<file path="src/rtl/rleseg_pkg.sv">
// Package for the PackBits segment decoder: widths, decode modes, error codes,
// register indexes and the structs passed between the top level and the step logic.
// No dependencies.
package rleseg_pkg;

   localparam int CFG_BITS  = 24;             // width of the 24-bit registers
   localparam int POS_BITS  = CFG_BITS + 1;   // position may step past the buffer end
   localparam int STRIDE_BITS = 5;
   localparam int BYTE_BITS = 8;

   typedef enum logic [1:0] {
      MODE_CONTROL = 2'd0,
      MODE_LITERAL = 2'd1,
      MODE_REPEAT  = 2'd2,
      MODE_STOPPED = 2'd3
   } decode_mode_type;

   typedef enum logic [1:0] {
      ERR_NONE           = 2'd0,
      ERR_LITERAL_INPUT  = 2'd1,
      ERR_LITERAL_OUTPUT = 2'd2,
      ERR_REPEAT_OUTPUT  = 2'd3
   } error_code_type;

   typedef enum logic [1:0] {
      REG_START_POSITION = 2'd0,
      REG_SAMPLE_STRIDE  = 2'd1,
      REG_OUTPUT_LENGTH  = 2'd2,
      REG_SEGMENT_LENGTH = 2'd3
   } reg_index_type;

   typedef struct packed {
      logic [CFG_BITS-1:0]    start_position;
      logic [STRIDE_BITS-1:0] sample_stride;
      logic [CFG_BITS-1:0]    output_length;
      logic [CFG_BITS-1:0]    segment_length;
   } cfg_type;

   typedef struct packed {
      decode_mode_type        mode;
      logic [CFG_BITS-1:0]    bytes_consumed;
      logic [POS_BITS-1:0]    out_position;
      logic [BYTE_BITS-1:0]   run_remaining;
      logic [BYTE_BITS-1:0]   repeat_length;
   } state_type;

   typedef struct packed {
      logic                   valid;
      logic [POS_BITS-1:0]    address;
      logic [BYTE_BITS-1:0]   value;
      logic [BYTE_BITS-1:0]   count;
      error_code_type         error;
      logic                   done;
   } result_type;

endpackage

</file>
<file path="src/rtl/rle_segment_decoder.sv">
// PackBits segment decoder top level: config registers, decode state and result register.
// Depends on rleseg_pkg and rleseg_step.
//
// Usage: program start_position, sample_stride, output_length and segment_length through
// the csr_ port (index 0..3) while the block is idle; every write restarts the segment.
// Then stream the compressed bytes on req_ (valid/stall). Each accepted byte yields at
// most one item on rsp_: a counted write (address, value, repeat count) plus an error
// code and a segment_done flag. Control bytes give items with count 0; a repeat run
// comes out as one item carrying its whole count.
// Latency: the item for a byte is on rsp_ the cycle after the byte is accepted.
// Throughput: one byte per cycle while req_stall is low; the decode step is a single
// pass through rleseg_step between the state registers and the result register.
// Once decoding has stopped (done, output full or an error), further bytes are accepted
// and dropped without any item until the next register write or reset.
// Reset loads the register defaults (stride 1, all else 0) and restarts decoding.
// When rsp_stall holds a waiting item, req_stall is raised so no byte is lost.
// POSITION_BITS limits the significant bits of the reported write address.
module rle_segment_decoder #(
   parameter int POSITION_BITS = 24
) (
   input  logic        clock,
   input  logic        reset,
   input  logic        req_valid,
   output logic        req_stall,
   input  logic [7:0]  req_data_byte,
   output logic        rsp_valid,
   input  logic        rsp_stall,
   output logic [23:0] rsp_write_address,
   output logic [7:0]  rsp_byte_value,
   output logic [7:0]  rsp_repeat_count,
   output logic [1:0]  rsp_error_code,
   output logic        rsp_segment_done,
   input  logic        csr_write_enable,
   input  logic [1:0]  csr_index,
   input  logic [23:0] csr_write_data
);

   localparam int CW = rleseg_pkg::CFG_BITS;
   localparam int SW = rleseg_pkg::STRIDE_BITS;
   localparam int ADDR_BITS = (POSITION_BITS < CW) ? POSITION_BITS : CW;
   localparam logic [CW-1:0] ADDR_MASK = CW'((33'd1 << ADDR_BITS) - 33'd1);

   rleseg_pkg::cfg_type    cfg_ff, cfg_in;
   rleseg_pkg::state_type  state_ff, state_in;
   rleseg_pkg::state_type  step_state;
   rleseg_pkg::result_type step_result;
   rleseg_pkg::state_type  restart_state;

   logic                   rsp_valid_ff, rsp_valid_in;
   logic [CW-1:0]          rsp_address_ff;
   logic [7:0]             rsp_value_ff;
   logic [7:0]             rsp_count_ff;
   logic [1:0]             rsp_error_ff;
   logic                   rsp_done_ff;
   logic                   req_accept;
   logic                   rsp_load;

   rleseg_step u_step (
      .cfg        (cfg_ff),
      .state      (state_ff),
      .data_byte  (req_data_byte),
      .next_state (step_state),
      .result     (step_result)
   );

   assign req_stall  = rsp_valid_ff && rsp_stall;
   assign req_accept = req_valid && !req_stall;
   assign rsp_load   = req_accept && step_result.valid;

   always_comb begin
      cfg_in = cfg_ff;
      if (csr_write_enable) begin
         unique case (rleseg_pkg::reg_index_type'(csr_index))
            rleseg_pkg::REG_START_POSITION: cfg_in.start_position = csr_write_data;
            rleseg_pkg::REG_SAMPLE_STRIDE:  cfg_in.sample_stride  = csr_write_data[SW-1:0];
            rleseg_pkg::REG_OUTPUT_LENGTH:  cfg_in.output_length  = csr_write_data;
            rleseg_pkg::REG_SEGMENT_LENGTH: cfg_in.segment_length = csr_write_data;
            default:                        cfg_in = cfg_ff;
         endcase
      end
   end

   always_comb begin
      restart_state                = '0;
      restart_state.mode           = rleseg_pkg::MODE_CONTROL;
      restart_state.out_position   = {1'b0, cfg_in.start_position};
   end

   always_comb begin
      state_in = state_ff;
      if (csr_write_enable) begin
         state_in = restart_state;
      end else if (req_accept) begin
         state_in = step_state;
      end
   end

   always_comb begin
      rsp_valid_in = rsp_valid_ff;
      if (rsp_load) begin
         rsp_valid_in = 1'b1;
      end else if (!rsp_stall) begin
         rsp_valid_in = 1'b0;
      end
   end

   always_ff @(posedge clock) begin
      if (reset) begin
         cfg_ff.start_position <= '0;
         cfg_ff.sample_stride  <= SW'(1);
         cfg_ff.output_length  <= '0;
         cfg_ff.segment_length <= '0;
         // all-zero state is control mode at position 0
         state_ff              <= '0;
         rsp_valid_ff          <= 1'b0;
      end else begin
         cfg_ff       <= cfg_in;
         state_ff     <= state_in;
         rsp_valid_ff <= rsp_valid_in;
      end
   end

   // payload: load only with a new item, hold while stalled
   always_ff @(posedge clock) begin
      if (rsp_load) begin
         rsp_address_ff <= step_result.address[CW-1:0] & ADDR_MASK;
         rsp_value_ff   <= step_result.value;
         rsp_count_ff   <= step_result.count;
         rsp_error_ff   <= step_result.error;
         rsp_done_ff    <= step_result.done;
      end
   end

   assign rsp_valid         = rsp_valid_ff;
   assign rsp_write_address = rsp_address_ff;
   assign rsp_byte_value    = rsp_value_ff;
   assign rsp_repeat_count  = rsp_count_ff;
   assign rsp_error_code    = rsp_error_ff;
   assign rsp_segment_done  = rsp_done_ff;

   // stopped decoding leaves only through a register write
   a_stop_sticky: assert property (@(posedge clock) disable iff (reset)
      (state_ff.mode == rleseg_pkg::MODE_STOPPED && !csr_write_enable)
      |=> state_ff.mode == rleseg_pkg::MODE_STOPPED)
      else $error("decoder left stopped mode without a register write");

   // any error ends the segment
   a_error_done: assert property (@(posedge clock) disable iff (reset)
      (rsp_valid && rsp_error_code != rleseg_pkg::ERR_NONE) |-> rsp_segment_done)
      else $error("error item without segment_done");

   // a counted write is never an error item
   a_write_no_error: assert property (@(posedge clock) disable iff (reset)
      (rsp_valid && rsp_repeat_count != '0) |-> rsp_error_code == rleseg_pkg::ERR_NONE)
      else $error("write item carries an error code");

   // a literal run always has bytes left while in literal mode
   a_literal_run: assert property (@(posedge clock) disable iff (reset)
      (state_ff.mode == rleseg_pkg::MODE_LITERAL) |-> state_ff.run_remaining != '0)
      else $error("literal mode with empty run");

   // an item accepted while stopped never loads a result
   a_stopped_silent: assert property (@(posedge clock) disable iff (reset)
      (req_accept && state_ff.mode == rleseg_pkg::MODE_STOPPED) |-> !rsp_load)
      else $error("result produced while stopped");

   // in repeat mode the pending run is at least two long
   a_repeat_len: assert property (@(posedge clock) disable iff (reset)
      (state_ff.mode == rleseg_pkg::MODE_REPEAT) |-> state_ff.repeat_length >= 8'd2)
      else $error("repeat mode with run shorter than two");

endmodule

</file>
<file path="src/rtl/rleseg_step.sv">
// Next-state and result logic for one compressed byte of the PackBits decoder.
// Purely combinational; uses rleseg_pkg for the state, config and result structs.
module rleseg_step (
   input  rleseg_pkg::cfg_type    cfg,
   input  rleseg_pkg::state_type  state,
   input  logic [rleseg_pkg::BYTE_BITS-1:0] data_byte,
   output rleseg_pkg::state_type  next_state,
   output rleseg_pkg::result_type result
);

   localparam int CW = rleseg_pkg::CFG_BITS;
   localparam int PW = rleseg_pkg::POS_BITS;
   localparam int BW = rleseg_pkg::BYTE_BITS;
   localparam int SW = rleseg_pkg::STRIDE_BITS;

   logic [PW-1:0]      consumed_inc;
   logic [PW-1:0]      consumed_inc2;
   logic               exhausted;
   logic               pos_full;
   logic               tail_reached;
   logic               is_literal;
   logic               is_skip;
   logic [BW-1:0]      neg_byte;
   logic [BW-2:0]      span_units;
   logic [BW+SW-2:0]   span_offset;
   logic [PW:0]        last_pos;
   logic               over_output;
   logic [CW-1:0]      seg_left;
   logic [BW-1:0]      literal_len;
   logic               literal_short;
   logic [BW-1:0]      repeat_len_ctl;
   logic               repeat_no_value;
   logic               ctl_end;
   logic [PW-1:0]      pos_plus_stride;
   logic [BW-1:0]      run_dec;
   logic               lit_end;
   logic [BW+SW-1:0]   rep_offset;
   logic [PW-1:0]      pos_plus_rep;
   logic               rep_end;

   assign consumed_inc  = {1'b0, state.bytes_consumed} + PW'(1);
   assign consumed_inc2 = {1'b0, state.bytes_consumed} + PW'(2);
   assign exhausted     = (state.bytes_consumed >= cfg.segment_length) || pos_full;
   assign pos_full      = state.out_position >= {1'b0, cfg.output_length};
   // at most one compressed byte left once this byte is counted
   assign tail_reached  = consumed_inc2 >= {1'b0, cfg.segment_length};

   // control byte decode
   assign is_literal     = !data_byte[BW-1];
   assign is_skip        = data_byte == {1'b1, {(BW-1){1'b0}}};
   assign neg_byte       = BW'(0) - data_byte;
   assign span_units     = is_literal ? data_byte[BW-2:0] : neg_byte[BW-2:0];
   assign span_offset    = span_units * cfg.sample_stride;
   assign last_pos       = {1'b0, state.out_position} + (PW+1)'(span_offset);
   assign over_output    = last_pos >= (PW+1)'(cfg.output_length);
   assign seg_left       = cfg.segment_length - consumed_inc[CW-1:0];
   assign literal_len    = {1'b0, data_byte[BW-2:0]} + BW'(1);
   assign literal_short  = seg_left < CW'(literal_len);
   assign repeat_len_ctl = neg_byte + BW'(1);
   assign repeat_no_value = consumed_inc >= {1'b0, cfg.segment_length};
   assign ctl_end        = tail_reached || pos_full;

   // literal byte
   assign pos_plus_stride = state.out_position + PW'(cfg.sample_stride);
   assign run_dec         = (state.run_remaining != '0) ? state.run_remaining - BW'(1) : '0;
   assign lit_end         = tail_reached || (pos_plus_stride >= {1'b0, cfg.output_length});

   // repeat value byte
   assign rep_offset   = state.repeat_length * cfg.sample_stride;
   assign pos_plus_rep = state.out_position + PW'(rep_offset);
   assign rep_end      = tail_reached || (pos_plus_rep >= {1'b0, cfg.output_length});

   always_comb begin
      next_state = state;
      unique case (state.mode)
         rleseg_pkg::MODE_CONTROL: begin
            if (exhausted) begin
               next_state.mode = rleseg_pkg::MODE_STOPPED;
            end else begin
               next_state.bytes_consumed = consumed_inc[CW-1:0];
               if (is_literal) begin
                  if (literal_short || over_output) begin
                     next_state.mode = rleseg_pkg::MODE_STOPPED;
                  end else begin
                     next_state.mode          = rleseg_pkg::MODE_LITERAL;
                     next_state.run_remaining = literal_len;
                  end
               end else if (is_skip) begin
                  next_state.mode = ctl_end ? rleseg_pkg::MODE_STOPPED
                                            : rleseg_pkg::MODE_CONTROL;
               end else if (over_output || repeat_no_value) begin
                  next_state.mode = rleseg_pkg::MODE_STOPPED;
               end else begin
                  next_state.mode          = rleseg_pkg::MODE_REPEAT;
                  next_state.repeat_length = repeat_len_ctl;
               end
            end
         end
         rleseg_pkg::MODE_LITERAL: begin
            next_state.bytes_consumed = consumed_inc[CW-1:0];
            next_state.out_position   = pos_plus_stride;
            next_state.run_remaining  = run_dec;
            if (run_dec == '0) begin
               next_state.mode = lit_end ? rleseg_pkg::MODE_STOPPED
                                         : rleseg_pkg::MODE_CONTROL;
            end
         end
         rleseg_pkg::MODE_REPEAT: begin
            next_state.bytes_consumed = consumed_inc[CW-1:0];
            next_state.out_position   = pos_plus_rep;
            next_state.repeat_length  = '0;
            next_state.mode = rep_end ? rleseg_pkg::MODE_STOPPED
                                      : rleseg_pkg::MODE_CONTROL;
         end
         rleseg_pkg::MODE_STOPPED: begin
            next_state = state;
         end
         default: begin
            next_state = state;
         end
      endcase
   end

   always_comb begin
      result         = '0;
      result.valid   = 1'b1;
      result.address = state.out_position;
      result.error   = rleseg_pkg::ERR_NONE;
      unique case (state.mode)
         rleseg_pkg::MODE_CONTROL: begin
            if (exhausted) begin
               result.done = 1'b1;
            end else if (is_literal) begin
               if (literal_short) begin
                  result.error = rleseg_pkg::ERR_LITERAL_INPUT;
                  result.done  = 1'b1;
               end else if (over_output) begin
                  result.error = rleseg_pkg::ERR_LITERAL_OUTPUT;
                  result.done  = 1'b1;
               end
            end else if (is_skip) begin
               result.done = ctl_end;
            end else if (over_output) begin
               result.error = rleseg_pkg::ERR_REPEAT_OUTPUT;
               result.done  = 1'b1;
            end else begin
               result.done = repeat_no_value;
            end
         end
         rleseg_pkg::MODE_LITERAL: begin
            result.value = data_byte;
            result.count = BW'(1);
            result.done  = (run_dec == '0) && lit_end;
         end
         rleseg_pkg::MODE_REPEAT: begin
            result.value = data_byte;
            result.count = state.repeat_length;
            result.done  = rep_end;
         end
         rleseg_pkg::MODE_STOPPED: begin
            result.valid = 1'b0;
         end
         default: begin
            result.valid = 1'b0;
         end
      endcase
   end

endmodule
</file>
<file path="config.mk">
export PLATFORM = sky130hd
export DESIGN_NAME = rle_segment_decoder
export DESIGN_NICKNAME = d
export VERILOG_FILES = /design/src/rtl/rleseg_pkg.sv /design/src/rtl/rle_segment_decoder.sv /design/src/rtl/rleseg_step.sv
export SDC_FILE = /design/constraint.sdc
export NUM_CORES = 1
export LEC_CHECK = 0
export BUFFER_PORTS_ARGS = -buffer_cell sky130_fd_sc_hd__buf_2
export CAP_MARGIN = 20
export CORE_UTILIZATION = 50
export CTS_BUF_LIST = sky130_fd_sc_hd__clkbuf_2
export CTS_CLUSTER_DIAMETER = 50
export DETAILED_ROUTE_END_ITERATION = 16
export PLACE_DENSITY = 0.67
export SYNTH_ARGS = -nofsm -noshare
export SYNTH_HDL_FRONTEND = slang
export SYNTH_HIERARCHICAL = 1
export SYNTH_SLANG_ARGS = --single-unit
</file>
<file path="constraint.sdc">
create_clock -name clock -period 17.9 [get_ports clock]
set_input_delay 3.58 -clock clock [delete_from_list [all_inputs] [get_ports clock]]
set_output_delay 3.58 -clock clock [all_outputs]
set_load 0.05 [all_outputs]
</file>
==> impl_summary.log <==
INFO  metric sort_of_element_at_the_end_of_the_critical_path = register
INFO  metric reg2regPathDepth = 26
INFO  metric placed_cells_incl_taps = 2875
INFO  metric tightest_slew = 1090 ps
INFO  metric tns = 0 ps
INFO  metric seq_power_share = 40.6%
INFO  metric hold_depth = 2
INFO  metric drv_slew = 0
INFO  metric worst-endpoint-arrival = 11720 ps
INFO  metric timing.critical_path.required = 18700 ps
INFO  metric critPathMaxStageDelay = 530 ps
INFO  metric status = completed
INFO  metric final_min_period_over_clock_period = 61.0%
INFO  metric drt_pre_antenna_iters = 7
INFO  metric cp_slowest_cell = sky130_fd_sc_hd__fa_1
INFO  metric power.density_cell_area = 58.8 mW/mm²
INFO  metric holdCritStartpoint = cfg_ff[62]
INFO  metric layout.cells.most_common = sky130_fd_sc_hd__nand2_1
INFO  metric clk_latency = 910 ps
INFO  metric vdd.ir_drop.worst = 0.0643 mV
INFO  metric post_route_cells_drive_above_1_share = 7.34%
INFO  metric first_global_vias = 16681
INFO  metric slack_of_the_worst_reg_to_reg_path = 10140 ps
INFO  metric hold-path-endpoint = cfg_ff[62]
INFO  metric setup-violations-final = 0
INFO  metric post_dr_wirelength_cell = 20.5 µm
INFO  metric grt_remaining_overflow = 0
INFO  metric post-cts-setup-buffers = 0
INFO  metric power.share.switching = 43.3%
INFO  metric routed-via-count = 17505
INFO  metric die_area = 0.0392 mm²
INFO  metric rr_startpoint = cfg_ff[50]
INFO  metric most-common-layout-cells = sky130_fd_sc_hd__nand2_1, sky130_fd_sc_hd__ha_1, sky130_fd_sc_hd__a21oi_1, sky130_fd_sc_hd__inv_1, sky130_fd_sc_hd__dfxtp_1
INFO  metric drv.max_cap_violation_count = 0
INFO  metric grt_pass1_wl = 93.3 mm
INFO  metric rsz0062_at_grt = false
INFO  metric core-area = 0.0378 mm²
INFO  metric hold_class = register to register
INFO  metric timing_hold_violations_final = 0
INFO  metric leakage = 8.75 nW
INFO  metric syn_area = 0.0192 mm²
INFO  metric maximum_number_of_pins_on_one_net_before_global_route_repair = 69
INFO  metric postRouteAntennaNets = 0
INFO  metric io_pins = 84
INFO  metric route.final.wire_length = 59.8 mm
INFO  metric synthesis.yosys.warnings = 6
INFO  metric cts_sinks = 188
INFO  metric remaining_drc_errors = 0
INFO  metric antenna_found_initial = 2
INFO  metric tritoncts = built
INFO  metric synthesized_netlist_cell_count = 2416
INFO  metric power.share.combinational = 37.3%
INFO  metric skew = 54.7 ps
INFO  metric mapped_nets = 2769
INFO  metric critical_path.reg2reg.endpoint = state_ff[11]
INFO  metric gpl.final_weighted_congestion = 0.958
INFO  metric grt_use_total = 30.8%
INFO  metric clock_input_transition_at_the_sequential_cells_of_the_worst_setup_and_hold_paths = 380 ps
INFO  metric rows = 71
INFO  metric cts-hold-fix-buffers = 0
INFO  metric slew_headroom = 27.2%
INFO  metric max_freq = 91.5 MHz
INFO  metric cp_most_frequent_cell = sky130_fd_sc_hd__inv_1
INFO  metric worst-setup-path-type = input port to register
INFO  metric p_switching = 0.510 mW
INFO  metric dpl-instance-area = 0.0197 mm²
INFO  metric internal_power = 0.667 mW
INFO  metric clk_path_buf_depth = 2
INFO  metric final_design_area_no_fill = 0.0200 mm²
INFO  metric drt-initial-drc-count = 1524
INFO  metric clock_tree.htree_level_count = 4
INFO  metric finalNonFillerCells = 2911
INFO  metric tritoncts.num_buffers = 17
INFO  metric cts_root_buf = sky130_fd_sc_hd__clkbuf_2
INFO  metric setup.worst_path.start_class = input port
INFO  metric floorplan.die.height = 198 µm
INFO  metric area_growth = 4.04%
INFO  metric worst_hold_slack = 470 ps
INFO  metric ctsResizeCount = 0
INFO  metric critical_path.max_fanout = 16
INFO  metric initial_utilization = 50.9%
INFO  metric die_width = 198 µm
INFO  metric layout_min_cycle_time = 10920 ps
INFO  metric routed_via_density = 6.01
INFO  metric hpwlAfterDp = 45.9 mm
INFO  metric finish.net_count = 2738
INFO  metric share_clk_of_total_power = 22.1%
INFO  metric postSynthAreaPerCell = 7.95 µm²
INFO  metric numPortBuffers = 83
-- power groups by stage --
stage / logic [mW] / clock network, mW / registers (mW)
final: 0.438 / 0.260 / 0.478
after floorplan: 0.294 / 0 / 0.499
after global routing: 0.479 / 0.283 / 0.481
after CTS: 0.430 / 0.266 / 0.477
after global placement: 0.420 / 0 / 0.484
after detailed placement: 0.427 / 0 / 0.485
-- per-layer routing --
| metal | vias to the layer above | global-route usage, % | part of all wire (%) |
|---|---|---|---|
| met3 | 85 | 3.93 | 6.6 |
| li1 | 8358 | - | - |
| met1 | 8403 | 43.1 | 46 |
| met4 | 0 | 9.65 | 2.7 |
| met5 | - | 0 | 0 |
| met2 | 659 | 49.0 | 45 |
-- sequential cells by signal, indices dropped and copies added, names as in the netlist --
name and count:
rsp_error_code 2, rsp_repeat_count 8, rsp_write_address 24, rsp_valid 1
rsp_segment_done 1, state_ff 67, rsp_byte_value 8, cfg_ff 77
-- critical path, delay by kind of cell --
family / cells / cell delay (ps)
compound gates: 12 / 2940
fa+ha+maj: 6 / 2490
xor+xnor: 2 / 600
simple gates: 7 / 1600
buf+inv: 5 / 520
-- worst max-delay path by stage --
stage | from | to | cells past startpoint
5_1_grt | req_data_byte[0] | state_ff[11] | 32
3_3_place_gp | req_data_byte[0] | state_ff[11] | 32
4_1_cts | req_data_byte[0] | state_ff[11] | 32
6_report | req_data_byte[0] | state_ff[11] | 32
3_5_place_dp | req_data_byte[0] | state_ff[11] | 32
2_1_floorplan | req_data_byte[0] | state_ff[11] | 32
-- final cells by class --
type,count,area (µm²)
inverters,170,638
well taps,511,639
flip-flops and latches,188,4190
clock buffers,17,85.1
diodes,2,5.00
multi-input cells,1906,13700
clock inverters,15,201
fillers,3714,17800
repair buffers,102,581
-- through the flow --
step / setup WS, ps / utilization, % / power, mW
final: 6980 / 53.0 / 1.18
after global routing: 6590 / 53.0 / 1.24
after CTS: 7160 / 52.9 / 1.17
after detailed placement: 6150 / 52.1 / 0.912
after global placement: 6360 / 52.1 / 0.905
after floorplan: 7520 / - / 0.793
(Power assumes the default switching activity.)
